==> src/hw/rtl/rlbd_pkg.sv <==
// ----------------------------------------------------------------------------
// Resistor ladder button decoder package
// Shared types, register indexes, event codes and ladder thresholds.
// ----------------------------------------------------------------------------
package rlbd_pkg;

    localparam int SAMPLE_W         = 10;
    localparam int SAMPLES_PER_ITEM = 2;
    localparam int MAX_BUTTONS      = 4;
    localparam int BTN_W            = 3;
    localparam int CNT_W            = 8;
    localparam int CFG_IDX_W        = 3;
    localparam int CFG_DATA_W       = 8;
    localparam int CMP_W            = SAMPLE_W + 1;
    localparam int FIFO_ENTRIES     = 4;
    localparam int QPTR_W           = $clog2(FIFO_ENTRIES);
    localparam int FULL_SCALE       = 1023;

    // Ladder thresholds before the tolerance is taken off.
    localparam int THR_1 = FULL_SCALE / 2;
    localparam int THR_2 = FULL_SCALE / 3;
    localparam int THR_3 = FULL_SCALE / 4;
    localparam int THR_4 = FULL_SCALE / 5;

    // Configuration register indexes.
    localparam logic [CFG_IDX_W-1:0] CFG_TOLERANCE      = 3'd0;
    localparam logic [CFG_IDX_W-1:0] CFG_DEBOUNCE_LIMIT = 3'd1;
    localparam logic [CFG_IDX_W-1:0] CFG_LONG_LIMIT     = 3'd2;
    localparam logic [CFG_IDX_W-1:0] CFG_BUTTON_COUNT   = 3'd3;
    localparam logic [CFG_IDX_W-1:0] CFG_PRESS_EVENTS   = 3'd4;

    // Event codes.
    localparam logic [1:0] KIND_CLICK      = 2'd0;
    localparam logic [1:0] KIND_LONG_CLICK = 2'd1;
    localparam logic [1:0] KIND_PRESS      = 2'd2;
    localparam logic [1:0] KIND_LONG_PRESS = 2'd3;

    localparam logic [BTN_W-1:0] NO_BUTTON = '0;

    typedef struct packed {
        logic [SAMPLE_W-1:0] sample_first;
        logic [SAMPLE_W-1:0] sample_second;
    } t_in_item;

    typedef struct packed {
        logic [1:0] event_kind;
        logic [1:0] button_number;
    } t_out_item;

    typedef struct packed {
        logic [7:0] tolerance;
        logic [7:0] debounce_limit;
        logic [7:0] long_limit;
        logic [2:0] button_count;
        logic       press_events_on;
    } t_cfg;

    typedef struct packed {
        logic full;
        logic empty;
    } t_queue_status;

    function automatic logic [CMP_W-1:0] ladder_threshold(input logic [1:0] idx);
        logic [CMP_W-1:0] thr;
        case (idx)
            2'd0:    thr = CMP_W'(THR_1);
            2'd1:    thr = CMP_W'(THR_2);
            2'd2:    thr = CMP_W'(THR_3);
            2'd3:    thr = CMP_W'(THR_4);
            default: thr = '0;
        endcase
        return thr;
    endfunction

endpackage

==> src/hw/rtl/resistor_ladder_button_decoder_top.sv <==
// ----------------------------------------------------------------------------
// Resistor ladder button decoder
// Sample pair in, click / long click / press / long press events out.
// ----------------------------------------------------------------------------
// The block takes one sample pair per clock cycle for as long as the event
// output is not stalled; an item's event, if it has one, leaves through the
// front classification register, the four-entry queue and the back output
// register in that order. The rate is set by the back end, which updates the
// held button and hold count for each item it takes. A stall on the output
// first fills the queue and only then stalls the input. Configuration writes
// are always ready; the front classifies an item when it is accepted and the
// back tracks it later, so registers should only be written while no item is
// in flight.
module resistor_ladder_button_decoder_top import rlbd_pkg::*; (
    input  logic                  i_clk,
    input  logic                  i_rst_n,
    input  logic                  i_in_valid,
    output logic                  o_in_stall,
    input  t_in_item              i_in_item,
    output logic                  o_out_valid,
    input  logic                  i_out_stall,
    output t_out_item             o_out_item,
    input  logic                  i_cfg_valid,
    output logic                  o_cfg_ready,
    input  logic [CFG_IDX_W-1:0]  i_cfg_index,
    input  logic [CFG_DATA_W-1:0] i_cfg_data
);

    t_cfg             r_cfg;
    t_queue_status    q_status;
    logic             push;
    logic [BTN_W-1:0] push_btn;
    logic             pop;
    logic [BTN_W-1:0] pop_btn;

    assign o_cfg_ready = 1'b1;

    always_ff @(posedge i_clk) begin
        if (!i_rst_n) begin
            r_cfg.tolerance       <= 8'd20;
            r_cfg.debounce_limit  <= 8'd4;
            r_cfg.long_limit      <= 8'd99;
            r_cfg.button_count    <= 3'd4;
            r_cfg.press_events_on <= 1'b0;
        end else if (i_cfg_valid && o_cfg_ready) begin
            case (i_cfg_index)
                CFG_TOLERANCE:      r_cfg.tolerance       <= i_cfg_data;
                CFG_DEBOUNCE_LIMIT: r_cfg.debounce_limit  <= i_cfg_data;
                CFG_LONG_LIMIT:     r_cfg.long_limit      <= i_cfg_data;
                CFG_BUTTON_COUNT:   r_cfg.button_count    <= i_cfg_data[2:0];
                CFG_PRESS_EVENTS:   r_cfg.press_events_on <= i_cfg_data[0];
                default: begin
                end
            endcase
        end
    end

    rlbd_front u_front (
        .i_clk      (i_clk),
        .i_rst_n    (i_rst_n),
        .i_cfg      (r_cfg),
        .i_in_valid (i_in_valid),
        .o_in_stall (o_in_stall),
        .i_in_item  (i_in_item),
        .i_q_status (q_status),
        .o_push     (push),
        .o_push_btn (push_btn)
    );

    rlbd_queue u_queue (
        .i_clk      (i_clk),
        .i_rst_n    (i_rst_n),
        .i_push     (push),
        .i_push_btn (push_btn),
        .i_pop      (pop),
        .o_pop_btn  (pop_btn),
        .o_status   (q_status)
    );

    rlbd_back u_back (
        .i_clk       (i_clk),
        .i_rst_n     (i_rst_n),
        .i_cfg       (r_cfg),
        .i_q_status  (q_status),
        .i_btn       (pop_btn),
        .o_pop       (pop),
        .o_out_valid (o_out_valid),
        .i_out_stall (i_out_stall),
        .o_out_item  (o_out_item)
    );

    // The front never offers an item to a full queue.
    a_no_push_when_full: assert property (@(posedge i_clk) disable iff (!i_rst_n)
        push |-> !q_status.full)
        else $error("item pushed into a full queue");

    // The input is only stalled when the queue is full.
    a_stall_needs_full: assert property (@(posedge i_clk) disable iff (!i_rst_n)
        o_in_stall |-> q_status.full)
        else $error("input stalled while the queue has room");

    // Press events appear only when they are enabled.
    a_press_enabled: assert property (@(posedge i_clk) disable iff (!i_rst_n)
        (o_out_valid && (o_out_item.event_kind == KIND_PRESS
                      || o_out_item.event_kind == KIND_LONG_PRESS))
        |-> r_cfg.press_events_on)
        else $error("press event with press events disabled");

    // Nothing leaves the block in the cycle after reset.
    a_quiet_after_reset: assert property (@(posedge i_clk) disable iff (!i_rst_n)
        $past(!i_rst_n) |-> !o_out_valid)
        else $error("event presented straight after reset");

endmodule

==> src/hw/rtl/rlbd_front.sv <==
// ----------------------------------------------------------------------------
// Resistor ladder button decoder front end
// Accepts sample pairs, averages them and registers the button number.
// ----------------------------------------------------------------------------
module rlbd_front import rlbd_pkg::*; (
    input  logic             i_clk,
    input  logic             i_rst_n,
    input  t_cfg             i_cfg,
    input  logic             i_in_valid,
    output logic             o_in_stall,
    input  t_in_item         i_in_item,
    input  t_queue_status    i_q_status,
    output logic             o_push,
    output logic [BTN_W-1:0] o_push_btn
);

    logic             r_valid;
    logic [BTN_W-1:0] r_btn;
    logic [BTN_W-1:0] n_btn;
    logic [CMP_W-1:0] sum;
    logic [SAMPLE_W-1:0] avg;
    logic [BTN_W-1:0] count;
    logic [CMP_W-1:0] level;
    logic             in_fire;

    always_comb begin
        sum = {1'b0, i_in_item.sample_first} + {1'b0, i_in_item.sample_second};
        if (SAMPLES_PER_ITEM < 2) begin
            avg = i_in_item.sample_first;
        end else begin
            avg = sum[CMP_W-1:1];
        end
        count = (i_cfg.button_count > BTN_W'(MAX_BUTTONS)) ? BTN_W'(MAX_BUTTONS)
                                                            : i_cfg.button_count;
        // avg > thr - tol is checked as avg + tol > thr, which cannot wrap.
        level = {1'b0, avg} + {{(CMP_W-8){1'b0}}, i_cfg.tolerance};
        n_btn = NO_BUTTON;
        for (int i = MAX_BUTTONS - 1; i >= 0; i--) begin
            if (BTN_W'(i) < count && level > ladder_threshold(2'(i))) begin
                n_btn = BTN_W'(i + 1);
            end
        end
    end

    assign o_in_stall = r_valid && i_q_status.full;
    assign in_fire    = i_in_valid && !o_in_stall;
    assign o_push     = r_valid && !i_q_status.full;
    assign o_push_btn = r_btn;

    always_ff @(posedge i_clk) begin
        if (!i_rst_n) begin
            r_valid <= 1'b0;
        end else if (in_fire) begin
            r_valid <= 1'b1;
        end else if (o_push) begin
            r_valid <= 1'b0;
        end
    end

    always_ff @(posedge i_clk) begin
        if (in_fire) begin
            r_btn <= n_btn;
        end
    end

endmodule

==> src/hw/rtl/rlbd_queue.sv <==
// ----------------------------------------------------------------------------
// Resistor ladder button decoder queue
// Short first-in first-out queue of button numbers between front and back.
// ----------------------------------------------------------------------------
module rlbd_queue import rlbd_pkg::*; (
    input  logic             i_clk,
    input  logic             i_rst_n,
    input  logic             i_push,
    input  logic [BTN_W-1:0] i_push_btn,
    input  logic             i_pop,
    output logic [BTN_W-1:0] o_pop_btn,
    output t_queue_status    o_status
);

    logic [BTN_W-1:0] r_mem [FIFO_ENTRIES];
    logic [QPTR_W-1:0] r_wr_ptr;
    logic [QPTR_W-1:0] r_rd_ptr;
    logic [QPTR_W:0]   r_count;
    logic              do_push;
    logic              do_pop;

    assign o_status.full  = (r_count == (QPTR_W+1)'(FIFO_ENTRIES));
    assign o_status.empty = (r_count == '0);
    assign do_push   = i_push && !o_status.full;
    assign do_pop    = i_pop && !o_status.empty;
    assign o_pop_btn = r_mem[r_rd_ptr];

    always_ff @(posedge i_clk) begin
        if (!i_rst_n) begin
            r_wr_ptr <= '0;
            r_rd_ptr <= '0;
            r_count  <= '0;
        end else begin
            if (do_push) begin
                r_wr_ptr <= r_wr_ptr + 1'b1;
            end
            if (do_pop) begin
                r_rd_ptr <= r_rd_ptr + 1'b1;
            end
            if (do_push && !do_pop) begin
                r_count <= r_count + 1'b1;
            end else if (do_pop && !do_push) begin
                r_count <= r_count - 1'b1;
            end
        end
    end

    always_ff @(posedge i_clk) begin
        if (do_push) begin
            r_mem[r_wr_ptr] <= i_push_btn;
        end
    end

endmodule

==> src/hw/rtl/rlbd_back.sv <==
// ----------------------------------------------------------------------------
// Resistor ladder button decoder back end
// Tracks the held button and its hold count and issues click and press events.
// ----------------------------------------------------------------------------
module rlbd_back import rlbd_pkg::*; (
    input  logic             i_clk,
    input  logic             i_rst_n,
    input  t_cfg             i_cfg,
    input  t_queue_status    i_q_status,
    input  logic [BTN_W-1:0] i_btn,
    output logic             o_pop,
    output logic             o_out_valid,
    input  logic             i_out_stall,
    output t_out_item        o_out_item
);

    logic [BTN_W-1:0] r_last;
    logic [CNT_W-1:0] r_hold;
    logic             r_out_valid;
    t_out_item        r_out_item;

    logic [BTN_W-1:0] n_last;
    logic [CNT_W-1:0] n_hold;
    logic             emit;
    t_out_item        n_item;
    logic             take;

    function automatic logic [1:0] btn_number(input logic [BTN_W-1:0] btn);
        logic [BTN_W-1:0] idx;
        idx = btn - 1'b1;
        return idx[1:0];
    endfunction

    always_comb begin
        n_last = r_last;
        n_hold = r_hold;
        emit   = 1'b0;
        n_item.event_kind    = KIND_CLICK;
        n_item.button_number = btn_number(i_btn);
        if (i_btn != r_last) begin
            // Release or change: report the old button, then start afresh.
            n_item.button_number = btn_number(r_last);
            if (r_last != NO_BUTTON) begin
                if (r_hold >= i_cfg.long_limit) begin
                    emit = 1'b1;
                    n_item.event_kind = KIND_LONG_CLICK;
                end else if (r_hold >= i_cfg.debounce_limit) begin
                    emit = 1'b1;
                    n_item.event_kind = KIND_CLICK;
                end
            end
            n_last = i_btn;
            n_hold = '0;
        end else if (i_btn != NO_BUTTON && r_hold < i_cfg.long_limit) begin
            n_hold = r_hold + 1'b1;
            if (i_cfg.press_events_on) begin
                if (n_hold == i_cfg.long_limit) begin
                    emit = 1'b1;
                    n_item.event_kind = KIND_LONG_PRESS;
                end else if (n_hold == i_cfg.debounce_limit) begin
                    emit = 1'b1;
                    n_item.event_kind = KIND_PRESS;
                end
            end
        end
    end

    assign take        = !i_q_status.empty && (!r_out_valid || !i_out_stall);
    assign o_pop       = take;
    assign o_out_valid = r_out_valid;
    assign o_out_item  = r_out_item;

    always_ff @(posedge i_clk) begin
        if (!i_rst_n) begin
            r_last      <= NO_BUTTON;
            r_hold      <= '0;
            r_out_valid <= 1'b0;
        end else begin
            if (take) begin
                r_last      <= n_last;
                r_hold      <= n_hold;
                r_out_valid <= emit;
            end else if (!i_out_stall) begin
                r_out_valid <= 1'b0;
            end
        end
    end

    always_ff @(posedge i_clk) begin
        if (take && emit) begin
            r_out_item <= n_item;
        end
    end

endmodule

==> config.mk <==
export PLATFORM = sky130hd
export DESIGN_NAME = resistor_ladder_button_decoder_top
export DESIGN_NICKNAME = d
export VERILOG_FILES = /design/src/hw/rtl/rlbd_pkg.sv /design/src/hw/rtl/resistor_ladder_button_decoder_top.sv /design/src/hw/rtl/rlbd_front.sv /design/src/hw/rtl/rlbd_queue.sv /design/src/hw/rtl/rlbd_back.sv
export SDC_FILE = /design/constraint.sdc
export NUM_CORES = 1
export LEC_CHECK = 0
export ABC_AREA = 1
export BUFFER_PORTS_ARGS = -buffer_cell sky130_fd_sc_hd__buf_4
export CORE_ASPECT_RATIO = 0.5
export CORE_MARGIN = 2
export CORE_UTILIZATION = 43
export DETAILED_ROUTE_END_ITERATION = 8
export SYNTH_ARGS = -nofsm -noshare
export SYNTH_HDL_FRONTEND = slang
export SYNTH_SLANG_ARGS = --single-unit
==> constraint.sdc <==
create_clock -name i_clk -period 10.3 [get_ports i_clk]
set_input_delay 2.575 -clock i_clk [delete_from_list [all_inputs] [get_ports i_clk]]
set_output_delay 2.575 -clock i_clk [all_outputs]
set_load 0.1 [all_outputs]
* After elaboration in Yosys (flattened, before gate mapping)
Memories as Yosys holds them, arrays and structs flattened. A register that Yosys moved wholly into a read port is not among the register bits.
Index checks and enable logic that the tools add are counted.
** Storage, ports and cells
- Register bits :: 55
- Logic and storage cells :: 116
- Memories :: 1
- Input bits :: 36
- Output and inout bits :: 7
- Memory bits (writable) :: 12
** Memories
- u_queue.r_mem :: depth 4, bits a word 3, read ports 1, clocked after memory_dff 1, wr ports 1, RTL line rlbd_queue.sv:15 : logic [BTN_W-1:0] r_mem [FIFO_ENTRIES];
** Cells by class
- Muxes and demuxes :: 32
- Order comparisons :: 12
- Add/sub/neg operators :: 9
- Reductions and logical operators :: 37
- Eq/ne operators :: 9
** Operator list (number)
- 11-bit by 8-bit greater-than comparator with 1-bit output (second input constant) :: 2
- 11-bit by 9-bit greater-than comparator with 1-bit output (second input constant) :: 2
- 2-bit 2-to-1 mux :: 11
- 8-bit equality test :: 2
- 8-bit greater-or-equal comparator :: 2
- 8-bit 2-to-1 mux :: 2
- 1-bit 2-to-1 mux :: 15
- 1-bit logical AND :: 14
- 2-bit AND reduction :: 7
- 3-bit 2-to-1 mux :: 4
- 10-bit by 10-bit adder with 11-bit output :: 1
- 10-bit by 8-bit adder with 11-bit output :: 1
- 8-bit by 1-bit adder with 8-bit output (second input constant) :: 1
- 8-bit < comparator :: 1
- 1-bit logical NOT :: 7
- 3-bit by 2-bit equality test with 1-bit output (second input constant) :: 2
- 3-bit equality test (second input constant) :: 2
- 3-bit logical NOT :: 2
- 1-bit by 3-bit < comparator with 1-bit output (first input constant) :: 2
- 2-bit by 3-bit < comparator with 1-bit output (first input constant) :: 2
- 2-bit nonzero test :: 3
- 3-bit nonzero test :: 2
- 2-bit by 1-bit adder with 2-bit output (second input constant) :: 2
- 2-bit by 1-bit subtractor with 2-bit output (second input constant) :: 2
- 8 further kinds :: 8

* Longest topological paths before layout
- Word-level depth :: 8
- Depth in mapped cells :: 22
- Depth with buffers taken out :: 22

* Cells and area by module
A second synthesis with hierarchy kept.
** Second synthesis, totals
- Cell total of the unflattened synthesis :: 744
- Area, all modules :: 5094.9 um^2
** By module, submodules not included
- rlbd_back :: times used 1, cells each 245, area each 1589.0 um^2, sequential area each 360.3 um^2
- rlbd_front :: times used 1, cells each 230, area each 1380.1 um^2, sequential area each 110.1 um^2
- resistor_ladder_button_decoder_top :: times used 1, cells each 170, area each 1176.1 um^2, sequential area each 560.5 um^2
- rlbd_queue :: times used 1, cells each 99, area each 949.7 um^2, sequential area each 540.5 um^2

* Least setup slack after synthesis
Ideal clock, no wire load.
- Path kind :: in2reg
- From :: input i_in_item[3] (netlist bit)
- To :: register u_front.r_btn[0] (netlist: u_front.o_push_btn[0]) (data pin)
- Required time :: 10.048 ns
- Buffers on the path :: 0
- Data arrival time :: 4.905 ns
- Stages :: 18
- Path slack :: 5.143 ns
- Setup time :: 0.252 ns
- Cell sequence :: ha_1 -> a21o_1 -> nand3_1 -> nand2_1 -> a21oi_1 -> nor2_1 -> nor2_1 -> xor2_1 -> ha_1 -> a21oi_1 -> o21ai_0 -> a31oi_1 -> nand3b_1 -> nand2_1 -> o21bai_1 -> inv_1 -> nand2_1 -> nand2_1
** Between the ends
- Cells in the longest elaborated chain, start to end :: 6
- Elaborated cells on any way between the ends :: 10
- Classes of those cells :: add/sub: 2; order compare: 3; mux: 2; reduce/logical: 3
** Ends and longest elaborated chain
- start, declared :: RTL line resistor_ladder_button_decoder_top.sv:19 : input t_in_item i_in_item,
- 10-bit by 10-bit adder with 11-bit output (*) :: RTL line rlbd_front.sv:27 : sum = {1'b0, i_in_item.sample_first} + {1'b0, i_in_item.sample_second};
- 10-bit by 8-bit adder with 11-bit output (*) :: RTL line rlbd_front.sv:36 : level = {1'b0, avg} + {{(CMP_W-8){1'b0}}, i_cfg.tolerance};
- 11-bit by 8-bit greater-than comparator with 1-bit output :: RTL line rlbd_front.sv:39 : if (BTN_W'(i) < count && level > ladder_threshold(2'(i))) begin
- 1-bit logical AND :: RTL line rlbd_front.sv:39
- 2-bit 2-to-1 mux (2 in series) :: RTL line rlbd_front.sv:39
- end signal, assigned :: RTL line rlbd_front.sv:62 : r_btn <= n_btn;
- end, declared :: RTL line rlbd_front.sv:18 : logic [BTN_W-1:0] r_btn;
Every way passes the cells marked *; elsewhere a longest branch is shown, timed or not.
A chain may end at the register's enable or synchronous reset.

* Worst setup path in the final report
Ends and elaborated chain as after synthesis.

==> impl_metrics.prom <==
# TYPE chip_impl_metric gauge
chip_impl_metric{name="synth.mux.area_fraction",unit=""} 0
chip_impl_metric{name="synth_enable_flop_cells",unit=""} 19
chip_impl_info{name="worstSetupStartpointType",value="input port"} 1
chip_impl_metric{name="wire_length_of_the_first_global_routing_pass",unit="mm"} 16.81
chip_impl_info{name="rsz0062_at_grt",value="false"} 1
chip_impl_metric{name="die_area",unit="mm²"} 0.01131
chip_impl_metric{name="post-route-min-period",unit="ns"} 5.184
chip_impl_metric{name="min_path_cells",unit=""} 2
chip_impl_metric{name="yosys.area_share.xor_xnor",unit=""} 0.02539
chip_impl_metric{name="clock_path_buffers",unit=""} 2
chip_impl_metric{name="hold_buffers",unit=""} 0
chip_impl_metric{name="insertion_delay",unit="ns"} 0.33
chip_impl_metric{name="setup_viol",unit=""} 0
chip_impl_metric{name="grt_start_max_net_pins",unit=""} 40
chip_impl_metric{name="detailedPlace.worstSlack",unit="ns"} 4.775
chip_impl_metric{name="arrival_time_worst_endpoint",unit="ns"} 5.27
chip_impl_metric{name="flow.area_growth_from_synthesis",unit="%"} 17.47
chip_impl_metric{name="final_worst_slack",unit="ns"} 5.116
chip_impl_info{name="cts-root-buf",value="sky130_fd_sc_hd__clkbuf_16"} 1
chip_impl_metric{name="io-pin-count",unit=""} 43
chip_impl_metric{name="firstDrtPassIters",unit=""} 4
chip_impl_info{name="synth.top_cells.by_count",value="142 x sky130_fd_sc_hd__nand2_1, 88 x sky130_fd_sc_hd__inv_1, 56 x sky130_fd_sc_hd__a21oi_1"} 1
chip_impl_info{name="synth_area_leaders",value="sky130_fd_sc_hd__dfxtp_1 22%, sky130_fd_sc_hd__edfxtp_1 13%, sky130_fd_sc_hd__nand2_1 12%"} 1
chip_impl_metric{name="cts-htree-levels",unit=""} 3
chip_impl_metric{name="period_utilization",unit=""} 0.5033
chip_impl_metric{name="grtUsageTotal",unit=""} 0.1843
chip_impl_info{name="setup.worst_path.end_class",value="flop"} 1
chip_impl_metric{name="synth_simple_gate_area_share",unit=""} 0.2729
chip_impl_metric{name="post-synth-top-area-fraction",unit=""} 0.2232
chip_impl_metric{name="layout.cell_area.non_filler",unit="mm²"} 0.005268
chip_impl_metric{name="power.total",unit="mW"} 1.013
chip_impl_metric{name="async_sr_flop_fraction",unit=""} 0
chip_impl_info{name="synthMostInstantiatedCell",value="sky130_fd_sc_hd__nand2_1"} 1
chip_impl_metric{name="initial_antenna_violation_count",unit=""} 0
chip_impl_info{name="synth_top_family_by_area",value="simple AND/OR/NAND/NOR gates"} 1
chip_impl_metric{name="final-hold-violation-count",unit=""} 0
chip_impl_metric{name="fin_skew",unit="ns"} 0.004676
chip_impl_metric{name="route.final.wire_length",unit="mm"} 9.661
chip_impl_metric{name="power-per-cell-area",unit="mW/mm²"} 192.3
chip_impl_metric{name="max_freq",unit="GHz"} 0.1929
chip_impl_metric{name="antenna-diode-count",unit=""} 0
chip_impl_metric{name="synth.net_count",unit=""} 698
chip_impl_info{name="hold_removal_path_class",value="reg2reg"} 1
chip_impl_metric{name="post_synth_inst_count",unit=""} 618
chip_impl_metric{name="cts.repair_timing.setup_buffer_count",unit=""} 0
chip_impl_metric{name="initialDrtViolationCount",unit=""} 205
chip_impl_metric{name="layout-drive-gt1-share",unit=""} 0.1154
chip_impl_metric{name="worst_slew_pin_slew",unit="ns"} 0.7216
chip_impl_metric{name="seq_area_frac_synth",unit=""} 0.3504
chip_impl_metric{name="synth.lib_cells_used.distinct",unit=""} 36
chip_impl_metric{name="synth.avg_cell_area",unit="µm²"} 7.256
chip_impl_metric{name="start_util",unit=""} 0.4404
chip_impl_info{name="critical_path_class",value="in2reg"} 1
chip_impl_metric{name="ys_ff_latch",unit=""} 69
chip_impl_metric{name="cts-buffers-inserted",unit=""} 9
chip_impl_metric{name="synth-warning-count",unit=""} 0
chip_impl_metric{name="clk_transition_reported_paths",unit="ns"} 0.06
chip_impl_metric{name="final.setup.tns",unit="ns"} 0
chip_impl_metric{name="worst_r2r_path_depth",unit=""} 15
chip_impl_metric{name="core-area",unit="mm²"} 0.01018
chip_impl_info{name="synthDominantAreaCellType",value="sky130_fd_sc_hd__dfxtp_1"} 1
chip_impl_metric{name="route.antenna.remaining_nets",unit=""} 0
chip_impl_metric{name="post_cts_resized",unit=""} 0
chip_impl_info{name="cts_tree",value="built"} 1
chip_impl_metric{name="cp_data_required_time",unit="ns"} 10.39
chip_impl_metric{name="cts.sink_count",unit=""} 69
chip_impl_metric{name="gr-total-overflow",unit=""} 0
chip_impl_metric{name="max_rail_drop_vdd",unit="mV"} 0.09699
chip_impl_metric{name="avgViaCountPerCell",unit=""} 4.846
chip_impl_metric{name="io_buffers",unit=""} 41
chip_impl_metric{name="vias_in_the_first_global_route",unit=""} 3704
chip_impl_metric{name="synthesized_area_fraction_occupied_by_ao_oa_aoi_and_oai_cells",unit=""} 0.1362
chip_impl_metric{name="leakagePower",unit="nW"} 2.454
chip_impl_metric{name="worstPathMaxFanout",unit=""} 6
chip_impl_info{name="synth_flop_cell",value="sky130_fd_sc_hd__dfxtp_1"} 1
chip_impl_info{name="run_status",value="finished clean"} 1
chip_impl_metric{name="die_y",unit="µm"} 76.21
chip_impl_metric{name="adder_cell_share_of_the_synthesized_area",unit=""} 0.1278
chip_impl_metric{name="dr_total_vias",unit=""} 3911
chip_impl_metric{name="routedWlPerCell",unit="µm"} 11.97
chip_impl_metric{name="drv_slew",unit=""} 0
chip_impl_metric{name="drcViolationCount",unit=""} 0
chip_impl_metric{name="die_width",unit="µm"} 148.4
chip_impl_metric{name="synth.cell_area",unit="mm²"} 0.004484
chip_impl_metric{name="worst_slew_margin_rel",unit=""} 0.5148
chip_impl_metric{name="place_area",unit="mm²"} 0.004928
chip_impl_metric{name="detailed_place_hpwl",unit="mm"} 7.600
chip_impl_metric{name="place_congestion",unit=""} 0.8617
chip_impl_metric{name="rows",unit=""} 26
chip_impl_metric{name="max_cap_viol_count",unit=""} 0
chip_impl_metric{name="layout.nets",unit=""} 742
-- per-layer routing --
layer  part of all wire  track usage  up-vias  routed length [µm]
li1                   -            -     2127                   -
met1               0.52       0.2606     1722                5069
met2               0.42       0.2870       54                4076
met3              0.042      0.03832        8                 409
met4              0.011      0.04952        0                 106
met5                  0            0        -                   0
-- layout by cell type, fill, tap and decap left out, types with 2 or more instances in the layout --
cell type | netlist | final
sky130_fd_sc_hd__o21ai_0 | 39 | 39
sky130_fd_sc_hd__a31oi_1 | 3 | 3
sky130_fd_sc_hd__nor2_4 | 2 | 2
sky130_fd_sc_hd__xnor2_1 | 5 | 5
sky130_fd_sc_hd__edfxtp_1 | 19 | 19
sky130_fd_sc_hd__a21o_1 | 2 | 2
sky130_fd_sc_hd__nand2_2 | 9 | 9
sky130_fd_sc_hd__nand3_1 | 49 | 49
sky130_fd_sc_hd__inv_2 | 3 | 3
sky130_fd_sc_hd__xor2_1 | 8 | 8
sky130_fd_sc_hd__bufinv_16 | 0 | 3
sky130_fd_sc_hd__nor2_2 | 2 | 2
sky130_fd_sc_hd__nor3_1 | 2 | 2
sky130_fd_sc_hd__o211ai_1 | 6 | 6
sky130_fd_sc_hd__fa_1 | 3 | 3
sky130_fd_sc_hd__inv_1 | 88 | 88
sky130_fd_sc_hd__clkinv_1 | 2 | 4
sky130_fd_sc_hd__dfxtp_1 | 50 | 50
sky130_fd_sc_hd__nor2_1 | 52 | 52
sky130_fd_sc_hd__nand3_2 | 3 | 3
sky130_fd_sc_hd__a21oi_1 | 56 | 56
sky130_fd_sc_hd__o21bai_1 | 3 | 3
sky130_fd_sc_hd__clkbuf_16 | 0 | 9
sky130_fd_sc_hd__nand2_1 | 142 | 142
sky130_fd_sc_hd__buf_4 | 2 | 41
sky130_fd_sc_hd__ha_1 | 41 | 41
sky130_fd_sc_hd__nand4_1 | 10 | 10
sky130_fd_sc_hd__nand3b_1 | 3 | 3
-- cells by family (layout without fill, tap and decap cells) --
logic type               count (synthesis)  in the layout
AO/OA/AOI/OAI                          113            113
XOR/XNOR                                13             13
adder cells (fa/ha/maj)                 44             44
buffers and inverters                  101            150
flip-flops                              69             69
other                                    1              1
AND/OR/NAND/NOR                        277            277
-- final timing paths --
path	slack, ns	start	end
min reg2reg	0.46	r_cfg[4]	r_cfg[4]
max reg2reg	7.83	u_back.r_hold[0]	u_back.o_out_item[1]
min	0.46	r_cfg[4]	r_cfg[4]
max	5.12	i_in_item[3]	u_front.o_push_btn[0]
-- worst max-delay path: stages --
cell	delay [ns]
sky130_fd_sc_hd__buf_4	0.11
sky130_fd_sc_hd__ha_1	0.36
sky130_fd_sc_hd__a21o_1	0.20
sky130_fd_sc_hd__nand3_1	0.06
sky130_fd_sc_hd__nand2_1	0.06
sky130_fd_sc_hd__a21oi_1	0.19
sky130_fd_sc_hd__nor2_1	0.07
sky130_fd_sc_hd__nor2_1	0.11
sky130_fd_sc_hd__xor2_1	0.15
sky130_fd_sc_hd__ha_1	0.29
sky130_fd_sc_hd__a21oi_1	0.16
sky130_fd_sc_hd__o21ai_0	0.10
sky130_fd_sc_hd__a31oi_1	0.23
sky130_fd_sc_hd__nand3b_1	0.15
sky130_fd_sc_hd__nand2_1	0.09
sky130_fd_sc_hd__o21bai_1	0.20
sky130_fd_sc_hd__inv_1	0.06
sky130_fd_sc_hd__nand2_1	0.06
sky130_fd_sc_hd__nand2_1	0.04
-- power by group --
group          internal, mW  switching, mW  leakage [nW]  total, mW
logic                 0.113          0.205          1.71      0.318
registers             0.316         0.0286         0.586      0.345
clock network         0.235          0.116         0.161      0.351
total                 0.664          0.349          2.45       1.01
-- through the flow --
| stage | util | instances | hold WS [ns] |
|---|---|---|---|
| after floorplan | - | 618 | 0.4244 |
| after global placement | 0.4840 | 791 | 0.4517 |
| after detailed placement | 0.4840 | 791 | 0.4549 |
| after CTS | 0.5173 | 807 | 0.4678 |
| after global routing | 0.5173 | 807 | 0.5025 |
| final | 0.5173 | 807 | 0.4639 |
-- flip-flops by register name, indices dropped and copies added, names as in the netlist, named ones only --
| name | flops |
|---|---|
| r_cfg | 28 |
| u_back.o_out_item | 4 |
| u_back.o_out_valid | 1 |
| u_back.r_hold | 8 |
| u_back.r_last | 3 |
| u_front.o_push_btn | 3 |
| u_front.r_valid | 1 |
| u_queue.r_count | 3 |
| u_queue.r_mem | 12 |
| u_queue.r_rd_ptr | 2 |
| u_queue.r_wr_ptr | 2 |
-- area by class of cell --
cell class | count | area [µm²]
fillers | 999 | 4915
multi-input cells | 448 | 2525
flip-flops and latches | 69 | 1572
inverters | 93 | 349.1
repair buffers | 41 | 307.8
clock buffers | 9 | 225.2
well taps | 140 | 175.2
clock inverters | 7 | 113.9
No activity file was read; power rests on OpenSTA's default activity.
